**src/hw/rtl/hcss_pkg.sv**
```systemverilog
// ----------------------------------------------------------------------------
// hcss_pkg
// shared constants, types and helper function of the candidate scatter sorter
// ----------------------------------------------------------------------------
package hcss_pkg;

  localparam int CAND_N  = 64;
  localparam int ID_W    = 6;
  localparam int GRID_W  = 8;
  localparam int CELL_W  = 3;
  localparam int DIVS_W  = 10;

  localparam logic [31:0] MIX_C1 = 32'h7feb352d;
  localparam logic [31:0] MIX_C2 = 32'h846ca68b;
  localparam logic [31:0] ID_MUL = 32'h9e3779b9;
  localparam logic [31:0] ST_MUL = 32'h85ebca6b;

  localparam logic [3:0] STREAM_KEY = 4'd4;

  typedef struct packed {
    logic            go;
    logic [ID_W-1:0] id;
    logic [3:0]      stream;
  } hash_req_t;

  typedef struct packed {
    logic        done;
    logic [31:0] hash;
  } hash_rsp_t;

  typedef struct packed {
    logic              go;
    logic [31:0]       dividend;
    logic [DIVS_W-1:0] divisor;
  } div_req_t;

  typedef struct packed {
    logic              done;
    logic [31:0]       quot;
    logic [DIVS_W-1:0] rem;
  } div_rsp_t;

  function automatic logic [31:0] stream_salt(input logic [3:0] s);
    logic [35:0] p;
    p = {32'd0, s} * {4'd0, ST_MUL};
    return p[31:0];
  endfunction

endpackage

```
**src/hw/rtl/hcss_div.sv**
```systemverilog
// ----------------------------------------------------------------------------
// hcss_div
// bit-serial restoring divider, one quotient bit per cycle
// ----------------------------------------------------------------------------
module hcss_div
  import hcss_pkg::*;
(
  input  logic     clk,
  input  logic     rst_n,
  input  div_req_t req,
  output div_rsp_t rsp
);

  logic              busy_r;
  logic [5:0]        cnt_r;
  logic [31:0]       quot_r;
  logic [DIVS_W-1:0] rem_r;
  logic [DIVS_W-1:0] dvs_r;
  logic              done_r;
  logic [DIVS_W:0]   trial;
  logic [DIVS_W:0]   diff;
  logic              ge;

  assign trial = {rem_r, quot_r[31]};
  assign ge    = trial >= {1'b0, dvs_r};
  assign diff  = trial - {1'b0, dvs_r};

  always_ff @(posedge clk) begin
    if (!rst_n) begin
      busy_r <= 1'b0;
      done_r <= 1'b0;
      cnt_r  <= 6'd0;
    end else begin
      done_r <= 1'b0;
      if (!busy_r) begin
        if (req.go) begin
          busy_r <= 1'b1;
          cnt_r  <= 6'd0;
          quot_r <= req.dividend;
          rem_r  <= '0;
          dvs_r  <= req.divisor;
        end
      end else begin
        rem_r  <= ge ? diff[DIVS_W-1:0] : trial[DIVS_W-1:0];
        quot_r <= {quot_r[30:0], ge};
        cnt_r  <= cnt_r + 6'd1;
        if (cnt_r == 6'd31) begin
          busy_r <= 1'b0;
          done_r <= 1'b1;
        end
      end
    end
  end

  assign rsp.done = done_r;
  assign rsp.quot = quot_r;
  assign rsp.rem  = rem_r;

endmodule
```
**config.mk**
```make
export PLATFORM = sky130hd
export DESIGN_NAME = hcss_div
export DESIGN_NICKNAME = d
export VERILOG_FILES = /design/src/hw/rtl/hcss_pkg.sv /design/src/hw/rtl/hcss_div.sv
export SDC_FILE = /design/constraint.sdc
export NUM_CORES = 1
export LEC_CHECK = 0
export BUFFER_PORTS_ARGS = -buffer_cell sky130_fd_sc_hd__buf_2
export CAP_MARGIN = 20
export CORE_UTILIZATION = 32
export CTS_CLUSTER_SIZE = 20
export DETAILED_ROUTE_END_ITERATION = 10
export GPL_TIMING_DRIVEN = 0
export HOLD_SLACK_MARGIN = 0.08
export PLACE_DENSITY = 0.64
export SLEW_MARGIN = 20
export SYNTH_ARGS = -nofsm -noshare
export SYNTH_HDL_FRONTEND = slang
export SYNTH_SLANG_ARGS = --single-unit
```
**constraint.sdc**
```tcl
create_clock -name clk -period 5.31 [get_ports clk]
set_clock_uncertainty 0.15 [all_clocks]
set_input_delay 0.7965 -clock clk [delete_from_list [all_inputs] [get_ports clk]]
set_output_delay 0.7965 -clock clk [all_outputs]
set_load 0.02 [all_outputs]
```
After elaboration in Yosys (flattened, before gate mapping) --
Index checks and enable logic that the tools add are counted.
Storage, ports and cells: output and inout port bits 43, bits in read-only memories 0, memories kept 0, bits in registers 60, bits in latches 0, memory bits (writable) 0, bits of input ports 45
Operators by class: reduce and logical (&&, ||, !) cells 4, bitwise logic cells 1, equal/unequal tests 1, magnitude comparators 1, add/sub/neg operators 2, muxes and demuxes 11, multiply operators 0, div/mod/pow operators 0, shift operators 0
Operator list (count):
- $mux 32 | 2
- $mux 10 | 3
- $mux 6 | 2
- $ge 11x10->1 | 1
- $sub 10x10->10 | 1
- $add 6x1->6 const B | 1
- $eq 6x5->1 const B | 1
- $mux 1 | 4
- $reduce_and 2->1 | 2
- $reduce_and 3->1 | 1
- $reduce_bool 2->1 | 1
- $not 1->1 | 1

Logic depth before layout (Yosys ltp) --
word-level depth 3, mapped depth 10

Worst setup path before layout --
Ideal clock, no wire load.
kind input -> register, start input rst_n, end register quot_r[0] (enable), required time 4.719 ns, buffers on the path 0, setup slack 2.036 ns, setup time 0.441 ns, cell stages on the path 2, data arrival time 2.682 ns, path through inv_1 > nor2_1
Between the ends: cells in the longest elaborated chain, start to end 1
Ends and longest elaborated chain:
- start: declaration | line hcss_div.sv:9 | input logic rst_n,
- $reduce_and 2->1 (no line)
- end signal: assignment | line hcss_div.sv:39 | quot_r <= req.dividend;
- end signal: assignment | line hcss_div.sv:45 | quot_r <= {quot_r[30:0], ge};
- end: declaration | line hcss_div.sv:16 | logic [31:0] quot_r;
Every way passes these cells. A chain may end at the register's enable or synchronous reset.

Worst setup path in the final report --
start register rem_r[5], end register rem_r[7] (data pin)
Between the ends: cells in the longest elaborated chain, start to end 3
Ends and longest elaborated chain:
- start: declaration | line hcss_div.sv:17 | logic [DIVS_W-1:0] rem_r;
- start signal: assignment | line hcss_div.sv:44 | rem_r <= ge ? diff[DIVS_W-1:0] : trial[DIVS_W-1:0];
- $sub 10x10->10 / $ge 11x10->1 (equally long branches) | line hcss_div.sv:26, hcss_div.sv:25
- $mux 10 * | line hcss_div.sv:44
- $mux 10 * | line hcss_div.sv:35 | if (!busy_r) begin
Every way passes the cells marked *; elsewhere a longest branch is shown, timed or not.

==> impl_metrics.toml <==
[layout]
syn2layout_area_growth_pct = 26.5
layout-drive-gt1-share_pct = 43.5
layout_common_cells = "buf_2, edfxtp_1, mux2_2"
mostFrequentLayoutCell = "buf_2"
diodes = 0
finalNonFillerCells = 437
nets = 381

[route]
wire_per_inst_um = 14.6
dr.first_iter.drc_count = 77
first_pass_iters = 7
routed_wl_mm = 6.40
via_count = 2122
viasPerCell = 4.86
drc = 1
ant_nets = 0

[setup_path]
start_kind = "flop"
end_kind = "flop"
crit_fanout = 10
worstSetupPathType = "reg -> reg"
cp.required_ns = 5.24
worstPathArrival_ns = 2.43

[synth]
synthDominantCellAreaShare_pct = 52.5
synth_top_cell_by_area = "edfxtp_1"
synth_cell_type_count = 43
ys_seq_area_share_pct = 57.9
yosys_warnings = 0
avgSynthCellArea_sq_um = 13.2
syn_nets = 282
synthCells = 225
synth_enable_flop_cells = 52
synth_top_flop_cell = "edfxtp_1"
synth_area_leaders = "edfxtp_1, mux2_2, dfxtp_1"
synth.ff_latch_count = 60
async_flop_share_pct = 0
synth_area_sq_um = 2970

[min_path]
min_path_type = "reg -> reg"

[power]
seq_power_share_pct = 47.9
p_switching_uw = 321
power_density_nw_per_um2 = 314
p_int_uw = 860
power_frac_clock_pct = 33.2
leakage_uw = 0.00154
vdd_drop_max_uv = 162
swShare_pct = 27.2
comb_power_share_pct = 18.9

[grt]
antenna_found_initial = 0
grt_max_degree = 25
grt_pass1_vias = 2113
gr-usage-all-layers_pct = 14.1
grt_overflow = 0
grt_pass1_wl_mm = 10.3

[clocking]
ctsResizeCount = 0
root_buffer = "clkbuf_8"
cts_hold_buf = 0
numCtsBuffers = 9
clock_sinks = 60
htree_levels = 3
clkLatencyLatePin_ns = 0.34
clock_path_buffers = 2
tritoncts = "done"
clk_pin_slew_ns = 0.07
post_cts_buffers = 0

[sta]
drv_slew = 0
report.final.setup_viol = 0
rsz0062_at_grt = "no"
final.setup.tns_ns = 0
period_share_pct = 47.1
fmax_mhz = 400
fin_crit_ns = 2.50
hold_ws_ns = 0.393
finalHoldViolations = 0
slew_headroom_pct = 55.3
worst_pin_slew_ns = 0.669

[placed_design]
place.gp.congestion = 0.774
dp_hpwl_mm = 4.77
port-buffer-count = 87
dp.cells = 421

[floorplan]
die_w_um = 98.4
placementRows = 34
die_area_sq_um = 9680
die_y_um = 98.4
initial_core_util_pct = 33.6
io_pins = 88
core_sq_um = 8850

[status]
status = "complete, but fails checks"
violations = "DRC"

[run]
cap_violations = 0
through the flow:
step / setup slack, ns / power [uW] / instance area [sq um] / util, %
floorplan: 2.04 / 730 / 2970 / -
global placement: 0.943 / 794 / 3540 / 40.0
detailed placement: 2.81 / 801 / 3580 / 40.4
CTS: 2.80 / 1190 / 3760 / 42.5
global route: 2.60 / 1240 / 3760 / 42.5
finish: 2.81 / 1180 / 3760 / 42.5
logic make-up after synthesis:
kind of cell	synth area share, %
AOI/OAI and AO/OA	8.29
xor gates and xnor gates	2.06
adders and majority gates	5.30
buffers and inverters	3.16
DFF	57.9
muxes	14.4
and+or+nand+nor	8.84
power groups by stage:
stage | combinational [uW] | clock [uW] | sequential [uW]
2_1_floorplan | 127 | 0 | 603
6_report | 223 | 393 | 565
5_1_grt | 244 | 424 | 569
3_3_place_gp | 217 | 0 | 577
4_1_cts | 226 | 402 | 566
3_5_place_dp | 226 | 0 | 575
final cells by class:
cell class              instances  area [sq um]
flip-flops and latches         60          1720
clock inverters                 6          55.1
clock buffers                  10           128
inverters                      14          52.6
multi-input cells             143          1160
well taps                     108           135
repair buffers                 88           463
fillers                       864          5090
plain buffers                   8          41.3
cells in the mapped netlist (5+ instances only):
library cell  instances
edfxtp_1             52
mux2_2               31
ha_1                 11
nor3_1                5
mux2i_1               8
o21ai_0               5
inv_1                14
xnor2_1               7
a21oi_1               7
dfxtp_1               8
nor2_1               19
nand2_1               7
path summary, 6_finish.rpt:
check | startpoint | endpoint | slack, ns | cells past startpoint
worst max register to register | rem_r[5]$_SDFFCE_PN0P_ | rem_r[7]$_SDFFCE_PN0P_ | 2.81 | 8
worst min register to register | cnt_r[5]$_SDFFE_PN0N_ | cnt_r[5]$_SDFFE_PN0N_ | 0.39 | 2
worst min-delay path | cnt_r[5]$_SDFFE_PN0N_ | cnt_r[5]$_SDFFE_PN0N_ | 0.39 | 2
worst max-delay path | rem_r[5]$_SDFFCE_PN0P_ | rem_r[7]$_SDFFCE_PN0P_ | 2.81 | 8
metal layers:
metal / global-route usage [%] / vias up / wire, um
met5: 0 / - / 0
met1: 16.8 / 983 / 2670
met4: 6.89 / 0 / 128
li1: - / 1035 / -
met3: 6.23 / 11 / 644
met2: 21.7 / 93 / 2960
flip-flops by register name, summed over array words and instances (netlist names):
name    flops
busy_r      1
dvs_r      10
rem_r      10
cnt_r       6
quot_r     32
done_r      1
critical path, stage by stage, from the launching register on:
cell and delay (ns):
edfxtp_1 0.44, ha_1 0.36, nand2_1 0.10, nor3_1 0.35, nor2_2 0.09, a21oi_4 0.28, buf_6 0.20, mux2i_1 0.20
nor2_1 0.06
No activity file was read; power rests on OpenSTA's default activity.
