[src/hw/rtl/hcss_pkg.sv]
// ----------------------------------------------------------------------------
// hcss_pkg
// shared constants, types and helper function of the candidate scatter sorter
// ----------------------------------------------------------------------------
package hcss_pkg;

  localparam int CAND_N  = 64;
  localparam int ID_W    = 6;
  localparam int GRID_W  = 8;
  localparam int CELL_W  = 3;
  localparam int DIVS_W  = 10;

  localparam logic [31:0] MIX_C1 = 32'h7feb352d;
  localparam logic [31:0] MIX_C2 = 32'h846ca68b;
  localparam logic [31:0] ID_MUL = 32'h9e3779b9;
  localparam logic [31:0] ST_MUL = 32'h85ebca6b;

  localparam logic [3:0] STREAM_KEY = 4'd4;

  typedef struct packed {
    logic            go;
    logic [ID_W-1:0] id;
    logic [3:0]      stream;
  } hash_req_t;

  typedef struct packed {
    logic        done;
    logic [31:0] hash;
  } hash_rsp_t;

  typedef struct packed {
    logic              go;
    logic [31:0]       dividend;
    logic [DIVS_W-1:0] divisor;
  } div_req_t;

  typedef struct packed {
    logic              done;
    logic [31:0]       quot;
    logic [DIVS_W-1:0] rem;
  } div_rsp_t;

  function automatic logic [31:0] stream_salt(input logic [3:0] s);
    logic [35:0] p;
    p = {32'd0, s} * {4'd0, ST_MUL};
    return p[31:0];
  endfunction

endpackage

[src/hw/rtl/hcss_hash.sv]
// ----------------------------------------------------------------------------
// hcss_hash
// multi-cycle integer mix hash around one shared 32x32 multiplier
// ----------------------------------------------------------------------------
module hcss_hash
  import hcss_pkg::*;
(
  input  logic        clk,
  input  logic        rst_n,
  input  logic [31:0] seed,
  input  hash_req_t   req,
  output hash_rsp_t   rsp
);

  logic [2:0]  step_r;
  logic [31:0] acc_r;
  logic [3:0]  stream_r;
  logic        done_r;
  logic [31:0] mul_a;
  logic [31:0] mul_b;
  logic [63:0] prod;
  logic [31:0] mixed;

  always_comb begin
    mul_a = acc_r;
    mul_b = MIX_C1;
    case (step_r)
      3'd0:    begin mul_a = {{(32-ID_W){1'b0}}, req.id}; mul_b = ID_MUL; end
      3'd2:    mul_b = MIX_C1;
      3'd4:    mul_b = MIX_C2;
      default: mul_b = MIX_C1;
    endcase
  end

  assign prod  = {32'd0, mul_a} * {32'd0, mul_b};
  assign mixed = seed ^ acc_r ^ stream_salt(stream_r);

  always_ff @(posedge clk) begin
    if (!rst_n) begin
      step_r <= 3'd0;
      done_r <= 1'b0;
    end else begin
      done_r <= 1'b0;
      case (step_r)
        3'd0: begin
          if (req.go) begin
            acc_r    <= prod[31:0];
            stream_r <= req.stream;
            step_r   <= 3'd1;
          end
        end
        3'd1: begin acc_r <= mixed ^ (mixed >> 16); step_r <= 3'd2; end
        3'd2: begin acc_r <= prod[31:0];            step_r <= 3'd3; end
        3'd3: begin acc_r <= acc_r ^ (acc_r >> 15); step_r <= 3'd4; end
        3'd4: begin acc_r <= prod[31:0];            step_r <= 3'd5; end
        3'd5: begin
          acc_r  <= acc_r ^ (acc_r >> 16);
          done_r <= 1'b1;
          step_r <= 3'd0;
        end
        default: step_r <= 3'd0;
      endcase
    end
  end

  assign rsp.done = done_r;
  assign rsp.hash = acc_r;

endmodule

[config.mk]
export PLATFORM = sky130hd
export DESIGN_NAME = hcss_hash
export DESIGN_NICKNAME = d
export VERILOG_FILES = /design/src/hw/rtl/hcss_pkg.sv /design/src/hw/rtl/hcss_hash.sv
export SDC_FILE = /design/constraint.sdc
export NUM_CORES = 1
export LEC_CHECK = 0
export BUFFER_PORTS_ARGS = -buffer_cell sky130_fd_sc_hd__buf_2
export CAP_MARGIN = 20
export CORE_MARGIN = 2
export CORE_UTILIZATION = 26
export CTS_CLUSTER_DIAMETER = 80
export DETAILED_ROUTE_END_ITERATION = 8
export PLACE_DENSITY = 0.41
export RECOVER_POWER = 100
export SLEW_MARGIN = 40
export SYNTH_ARGS = -nofsm -noshare
export SYNTH_HDL_FRONTEND = slang
export SYNTH_SLANG_ARGS = --single-unit
[constraint.sdc]
create_clock -name clk -period 8.6 [get_ports clk]
set_clock_uncertainty 0.1 [all_clocks]
set_input_delay 1.29 -clock clk [delete_from_list [all_inputs] [get_ports clk]]
set_output_delay 1.29 -clock clk [all_outputs]
set_load 0.02 [all_outputs]
Word level (Yosys, flattened, before mapping)
Index checks and enable logic that the tools add are counted.
{"block": "totals", "regBits": 40, "latchBits": 0, "ramBits": 0, "mem_bits_ro": 0, "in_bits": 45, "output_inout_bits": 33, "elab_cells": 29, "n_memories": 0}
{"block": "classes", "n_addsub": 0, "n_mul": 2, "div": 0, "order_cmp": 0, "eq_ne": 6, "shift": 0, "n_mux": 7, "bitwise": 5, "n_reduce_logical": 5}
{"cell": "$pmux 32 s5", "count": 1}
{"cell": "$mux 32", "count": 2}
{"cell": "$pmux 32 s2", "count": 1}
{"cell": "$xor 32x16->32", "count": 2}
{"cell": "$xor 32x32->32", "count": 2}
{"cell": "$mul 32x32->32", "count": 1}
{"cell": "$mul 4x32->32 const B", "count": 1}
{"cell": "$xor 32x17->32", "count": 1}
{"cell": "$pmux 3 s5", "count": 1}
{"cell": "$eq 3x2->1 const B", "count": 2}
{"cell": "$eq 3x3->1 const B", "count": 2}
{"cell": "$reduce_and 3->1", "count": 2}
{"cell": "$reduce_bool 5->1", "count": 1}
{"cell": "$eq 3x1->1 const B", "count": 1}
{"cell": "$logic_not 3->1", "count": 1}
{"cell": "$mux 3", "count": 1}
{"cell": "$ne 2x2->1 const B", "count": 1}
{"cell": "$reduce_or 2->1", "count": 1}
{"cell": "$mux 1", "count": 1}

Logic depth before layout (Yosys ltp)
Gate-level depths: netlist of the first run.
{"block": "logic_depth", "depth_word": 5, "mapped_depth": 34, "ltp_nobuf": 32}

Least setup slack after synthesis of the first run
No wires, ideal clock.
{"block": "synth_timing", "kind": "input port to flip-flop", "startpoint": "in req[7] (netlist bit)", "endpoint": "reg acc_r[30] (data pin)", "setup_time_ns": 0.162, "t_arrival_ns": 7.956, "t_required_ns": 8.338, "slack_ns": 0.382, "path_stages": 28, "path_buffers": 0, "cell_sequence": "nand2_1 nand2_1 inv_2 nor2_1 a21oi_1 ha_1 a21oi_1 fa_1 inv_1 fa_1 inv_1 fa_1 inv_1 fa_1 inv_1 fa_1 inv_1 fa_1 fa_1 ha_1 nand3_1 or4_1 o22ai_1 nand4_1 a21boi_1 o21ai_1 or4b_1 o2111ai_1"}
{"block": "synth_via", "elab_chain_len": 4}
{"item": "start, declared", "line_no": "hcss_hash.sv:11", "source": "input hash_req_t req,"}
{"item": "$mux 32 *", "line_no": "hcss_hash.sv:27", "source": "case (step_r)"}
{"item": "$mul 32x32->32 *", "line_no": "hcss_hash.sv:35", "source": "assign prod = {32'd0, mul_a} * {32'd0, mul_b};"}
{"item": "$mux 32", "line_no": "hcss_hash.sv:46", "source": "if (req.go) begin"}
{"item": "$pmux 32 s5 *", "line_no": "hcss_hash.sv:44", "source": "case (step_r)"}
{"item": "end signal, assigned", "line_no": "hcss_hash.sv:47", "source": "acc_r <= prod[31:0];"}
{"item": "end signal, assigned", "line_no": "hcss_hash.sv:57", "source": "acc_r <= acc_r ^ (acc_r >> 16);"}
{"item": "end, declared", "line_no": "hcss_hash.sv:16", "source": "logic [31:0] acc_r;"}
Every way passes the cells marked *; elsewhere a longest branch is shown, timed or not. The select of a mux whose other input is x is not followed.
A chain may end at the register's enable or synchronous reset.

Worst setup path in the final report of the first run
{"block": "layout_timing", "startpoint": "reg step_r[2]", "endpoint": "reg acc_r[30] (data pin)"}
{"block": "layout_via", "elab_chain_len": 5, "word_cells_on_any_way": 12, "cone_classes": "1 x mul; 5 x eq/ne; 4 x mux; 2 x reduce/logical"}
{"item": "start, declared", "line_no": "hcss_hash.sv:15", "source": "logic [2:0] step_r;"}
{"item": "start signal, assigned", "line_no": "hcss_hash.sv:40", "source": "step_r <= 3'd0;"}
{"item": "start signal, assigned", "line_no": "hcss_hash.sv:49", "source": "step_r <= 3'd1;"}
{"item": "start signal, assigned", "line_no": "hcss_hash.sv:52", "source": "3'd1: begin acc_r <= mixed ^ (mixed >> 16); step_r <= 3'd2; end"}
{"item": "$eq 3x3->1 / $logic_not 3->1 (equally long branches)", "line_no": "hcss_hash.sv:27, hcss_hash.sv:44"}
{"item": "$pmux 32 s2 / $mux 32 (equally long branches)", "line_no": "hcss_hash.sv:27"}
{"item": "$mul 32x32->32", "line_no": "hcss_hash.sv:35"}
{"item": "$mux 32", "line_no": "hcss_hash.sv:46"}
{"item": "$pmux 32 s5 *", "line_no": "hcss_hash.sv:44"}
Marks and branches as above.

==> impl_metrics.tcl, run 1 <==
set metrics [dict create \
    startpoint_type "register" \
    slew_viol_final 39 \
    cts_buffers 5 \
    grt_overflow 0 \
    finalWeightedCongestion 0.933 \
    synthFlopType "edfxtp_1" \
    cp.arrival_ns 8.26 \
    ios 78 \
    hold_path_class "reg -> reg" \
    period_needed_ns 8.23 \
    drive_above_1_share_pct 7.89 \
    mostFrequentLayoutCells "450 x inv_1, 373 x fa_1, 197 x ha_1" \
    setup_violations 0 \
    ant_nets 0 \
    drcViolationCount 0 \
    reg2reg_slack_ns 0.37 \
    synth_top_cell_area_share_pct 41.7 \
    synth_seq_cells 40 \
    tightest_slew_ns 1.91 \
    relSlewSlack_pct -27.2 \
    synth.avg_cell_area_um2 9.49 \
    rows 96 \
    yosys-top-cells-area "fa_1 42%, ha_1 14%, inv_1 9.4%" \
    start_util_pct 26.2 \
    async_flop_share_pct 0 \
    grt.total_usage_pct 20.1 \
    wl_met1_mm 32.5 \
    insertion_delay_ns 0.30 \
    placed_area_um2 20100 \
    outcome "finished, violations left" \
    first_iter_violations 834 \
    via_count 13400 \
    highest_layer "met4" \
    hold_violations 0 \
    drtPass1Iterations 5 \
    hold-path-cell-count 2 \
    final_common_cell "inv_1" \
    syn_inst 1884 \
    post-route-period-util_pct 95.7 \
    final_nets 2668 \
    synth-edff-count 36 \
    syn_area_um2 17900 \
    hold_end "step_r[0]$_SDFFE_PN0N_" \
    grt_pass1_vias 14800 \
    htreeDepth 2 \
    cts.repair.resized 0 \
    cts_buffer_depth 2 \
    rsz0062_at_grt "no" \
    routed_wl_mm 69.2 \
    required_ns 8.63 \
    cts_num_sinks 40 \
    max_clock_freq_mhz 121 \
    postCtsSetupRepairBufs 0 \
    cp_max_fo 54 \
    grt_max_degree 55 \
    cap_violations 1 \
    cts_tree "built" \
    wl_met2_mm 33.0 \
    wire_per_inst_um 23.6 \
    setup-tns-final_ns 0 \
    seq_area_frac_synth_pct 6.49 \
    die_y_um 266 \
    die_w_um 266 \
    num-fill-cells 7306 \
    min_from "step_r[0]$_SDFFE_PN0N_" \
    antenna_cells 0 \
    yosysTopAreaCell "fa_1" \
    die_area_um2 70900 \
    crit_type "reg -> reg" \
    yosysWarnings 0 \
    io_buffers 77 \
    reg2reg_from "step_r[2]$_SDFFE_PN0N_" \
    vias_per_cell 4.58 \
    core_area_um2 68300 \
    ys_types 74 \
    cts.clk_slew.worst_paths_ns 0.07 \
    area_growth_pct 12.3 \
    hpwl_mm 62.5 \
    antenna_found_initial 0 \
    r2r_end "acc_r[30]$_DFFE_PP_" \
    cp-end-kind "register" \
    cts_root_buffer "clkbuf_16" \
    grt_pass1_wl_mm 103 \
    violations "max-capacitance violations, max-slew violations" \
    postCtsHoldBufs 0 \
    rr_worst_depth 24 \
    dr_wl_met3_mm 1.98 \
    final_cell_area_um2 20100 \
]
==> metrics by stage <==
step | hold slack, ns | instances | util, % | setup WS (ns)
2_1_floorplan | 0.536 | 1933 | - | 0.382
3_3_place_gp | 0.612 | 2928 | 29.4 | 0.258
3_5_place_dp | 0.611 | 2928 | 29.4 | 0.233
4_1_cts | 0.627 | 2936 | 29.6 | 0.390
5_1_grt | 0.919 | 2936 | 29.4 | 0.0252
6_report | 0.850 | 2936 | 29.4 | 0.368
==> synth_stat cells (3+ instances only) <==
library cell and number:
o2111ai_1 4, buf_2 9, a22oi_1 6, nand4_1 4, nand3_1 14, xnor2_1 154, ha_1 197, clkbuf_1 43
xor2_1 32, a31oi_1 9, nand2b_1 13, a21o_1 29, a211oi_1 6, a21oi_1 67, buf_1 3, nand2_1 95
nor3b_1 3, o211ai_1 4, dfxtp_1 4, o21bai_1 3, o21ai_1 4, o21ai_0 46, o32a_1 7, o21a_1 5
and3_1 16, inv_1 450, o2bb2ai_1 4, a221oi_1 3, or2_2 7, o22ai_1 24, fa_1 373, edfxtp_1 36
nor2_1 105, and2_1 30, nor3_1 10, o32ai_1 11
==> registers in the layout, summed over array words and instances, names as in the netlist <==
| register | cells |
|---|---|
| acc_r | 32 |
| done_r | 1 |
| stream_r | 4 |
| step_r | 3 |
==> cells by family (layout without fill, tap and decap cells) <==
logic type	count (synthesis)	count (layout)	synth area share [%]
buffers and inverters	511	632	10.9
adder cells (fa/ha/maj)	570	570	55.5
AND/OR/NAND/NOR	314	314	8.19
XOR/XNOR	188	188	9.37
multiplexers	1	1	0.0560
flip-flops	40	40	6.49
AO/OA/AOI/OAI	258	258	9.46
other	2	51	0.0420
==> cell type report <==
| type | instances | area [µm²] | share of cell area [%] |
|---|---|---|---|
| Sequential cell | 40 | 1160 | 5.79 |
| Timing Repair Buffer | 171 | 1000 | 4.99 |
| Clock inverter | 2 | 10.0 | 0.0498 |
| Inverter | 453 | 1700 | 8.46 |
| Multi-Input combinational cell | 1382 | 15000 | 74.5 |
| Clock buffer | 6 | 139 | 0.691 |
| Tap cell | 882 | 1100 | 5.49 |
==> critical path, cell delays in order, from the launching register on <==
cell and delay (ns):
dfxtp_2 0.37, buf_4 0.57, nand2_1 0.40, buf_4 0.32, nor2_1 0.22, fa_1 0.49, fa_1 0.53, inv_1 0.07
fa_1 0.54, inv_1 0.07, fa_1 0.48, fa_1 0.56, fa_1 0.44, fa_1 0.46, ha_1 0.33, o21ai_1 0.07
nand2b_1 0.07, a21oi_1 0.08, or4_1 0.48, o22ai_1 0.28, nand4_1 0.16, a21boi_1 0.19, o21ai_1 0.13, or4b_1 0.52
o2111ai_1 0.10
==> worst max-delay path by stage <==
stage | cells past startpoint | slack (ns) | end | startpoint
2_1_floorplan | 28 | 0.38 | acc_r[30]$_DFFE_PP_ | req[7]
3_3_place_gp | 32 | 0.26 | acc_r[31]$_DFFE_PP_ | req[9]
3_5_place_dp | 30 | 0.23 | acc_r[30]$_DFFE_PP_ | req[9]
4_1_cts | 24 | 0.39 | acc_r[30]$_DFFE_PP_ | step_r[2]$_SDFFE_PN0N_
5_1_grt | 24 | 0.03 | acc_r[30]$_DFFE_PP_ | step_r[2]$_SDFFE_PN0N_
6_report | 24 | 0.37 | acc_r[30]$_DFFE_PP_ | step_r[2]$_SDFFE_PN0N_
==> metal layers <==
metal,vias to the layer above,GRT usage (%)
met3,67,0.943
met5,-,0
met2,329,33.7
met1,6883,28.7
li1,6159,-
met4,0,4.65
Power of run 1 is not shown: default switching activity piles up to over one toggle a cycle in this logic, so the estimate is an artifact.
==> run 2: changes to the inputs <==
Settings changed: ABC_AREA set to 1, CORE_ASPECT_RATIO set to 1.25.
==> run 2 against run 1 <==
Against the previous run: the run now ends clean; global-route usage rose by 1.4 points; wire length increased by 11%; critical endpoint is now acc_r[23]$_DFFE_PP_; die area rose by 2.8%; flip-flop and latch count is the same; design area grew 2.5%; register-to-register slack improved by 0.10 ns; largest cell class unchanged; first-iteration DRC count fell by 3.6%; final cell count up 13%; critical path depth grew 3.
==> impl_metrics.tcl, run 2 <==
set metrics [dict create \
    cts_root_buffer "clkbuf_16" \
    synth_top_cell_area_share_pct 40.6 \
    async_flop_share_pct 0 \
    grt_overflow 0 \
    die_w_um 242 \
    cp_common_cell "fa_1" \
    htreeDepth 2 \
    setup_violations 0 \
    routed_wl_mm 76.8 \
    yosysTopAreaCell "fa_1" \
    cp_max_fo 6 \
    final_common_cell "inv_1" \
    rows 109 \
    cts_num_sinks 40 \
    fin_ws_ns 0.369 \
    yosysWarnings 0 \
    antenna_cells 0 \
    io_buffers 77 \
    min_from "step_r[0]$_SDFFE_PN0N_" \
    wire_per_inst_um 23.3 \
    crit_type "in -> reg" \
    synth_common_cells "568 x inv_1, 373 x fa_1, 332 x nand2_1" \
    post-route-period-util_pct 95.7 \
    hold_path_class "reg -> reg" \
    synth_seq_cells 40 \
    drtPass1Iterations 5 \
    rsz0062_at_grt "no" \
    hpwl_mm 70.2 \
    cap_violations 0 \
    instances_no_fill 3304 \
    largest_reg_flops 32 \
    grt_pass1_wl_mm 113 \
    critPathSlowestCell "fa_1" \
    final_nets 2975 \
    ios 78 \
    fin_hold_ws_ns 0.463 \
    pre_cts_ws_ns 0.101 \
    regMostFlops "acc_r" \
    place_inst 3296 \
    syn_inst 2196 \
    max_clock_freq_mhz 121 \
    cts_tree "built" \
    setup-tns-final_ns 0 \
    critPathLaunch "req[4]" \
    relSlewSlack_pct 26.5 \
    cp-end-kind "register" \
    drcViolationCount 0 \
    yosys-top-cells-area "fa_1 41%, ha_1 13%, inv_1 12%" \
    startpoint_type "primary input" \
    grt_pass1_vias 16600 \
    via_count 14800 \
    cts_buffer_depth 2 \
    start_util_pct 26.1 \
    period_needed_ns 8.23 \
    hold_violations 0 \
    antenna_found_initial 1 \
    tightest_slew_ns 1.10 \
    first_iter_violations 804 \
    outcome "finished clean" \
    grt_max_degree 54 \
    ys_types 48 \
    required_ns 8.51 \
    finalWeightedCongestion 0.988 \
    die_y_um 301 \
    mostFrequentLayoutCells "568 x inv_1, 373 x fa_1, 333 x nand2_1" \
    syn_area_um2 18400 \
    synthFlopType "edfxtp_1" \
    area_growth_pct 12.0 \
    seq_area_frac_synth_pct 6.31 \
    cts.clk_slew.worst_paths_ns 0.07 \
    vias_per_cell 4.49 \
    synth.avg_cell_area_um2 8.38 \
    insertion_delay_ns 0.29 \
    synth-edff-count 36 \
    slew_viol_final 0 \
    ant_nets 0 \
    drive_above_1_share_pct 6.31 \
    cpPeakStageDelay_ns 0.51 \
    cts_buffers 5 \
    reg2reg_from "step_r[1]$_SDFFE_PN0N_" \
    synthMostInstantiatedCell "inv_1" \
    reg.largest.list "acc_r x32, stream_r x4, step_r x3" \
    grt.total_usage_pct 21.5 \
    core_area_um2 70400 \
    die_area_um2 72900 \
    cp.arrival_ns 8.14 \
]
==> run 2: layout make-up <==
class / instances / area [µm²]
timing repair buffer: 138 / 776
clock buffer: 7 / 153
clock inverter: 1 / 30.0
inverter: 575 / 2160
fill: 7769 / 49800
multi-input combinational: 1600 / 15100
sequential: 40 / 1160
tap: 943 / 1180
==> run 2: stage by stage <==
stage	utilization, %	area, µm²
CTS	29.4	20700
global placement	29.1	20500
floorplan	-	18600
detailed placement	29.1	20500
global route	29.3	20600
finish	29.3	20600
==> run 2: kinds of logic after synthesis <==
kind of cell | Yosys count | synth area share [%]
other | 2 | 0.0408
AND/OR/NAND/NOR | 660 | 15.0
adder cells (fa/ha/maj) | 570 | 54.0
XOR/XNOR | 121 | 5.76
buffers and inverters | 605 | 12.6
AO/OA/AOI/OAI | 198 | 6.38
flip-flops | 40 | 6.31
==> run 2: repair_timing <==
action | 4_1_cts | 5_1_grt
endpoints found under the setup margin | 0 | 1
gates resized for setup | 0 | 8
hold buffers | 0 | 0
setup buffers | 0 | 0
==> run 2: per-layer routing <==
metal	up-vias	part of all wire, %	GRT usage [%]
met5	-	0.017	0
met1	7386	40	25.4
met2	402	52	40.2
li1	6934	-	-
met3	113	2.8	1.22
met4	2	5.5	9.61
==> run 2: worst paths after layout <==
path	slack, ns	endpoint	depth (start not counted)
max	0.37	acc_r[23]$_DFFE_PP_	27
min reg2reg	0.46	step_r[0]$_SDFFE_PN0N_	1
min	0.46	step_r[0]$_SDFFE_PN0N_	1
max reg2reg	0.47	acc_r[23]$_DFFE_PP_	27
==> run 2: worst max-delay path, delay by kind of cell <==
kind,cells,cell delay (ns)
compound gates,5,1.18
simple gates,7,1.35
fa+ha+maj,9,3.49
xor+xnor,1,0.16
buf+inv,5,0.67
Power of run 2 is left out for the same reason.
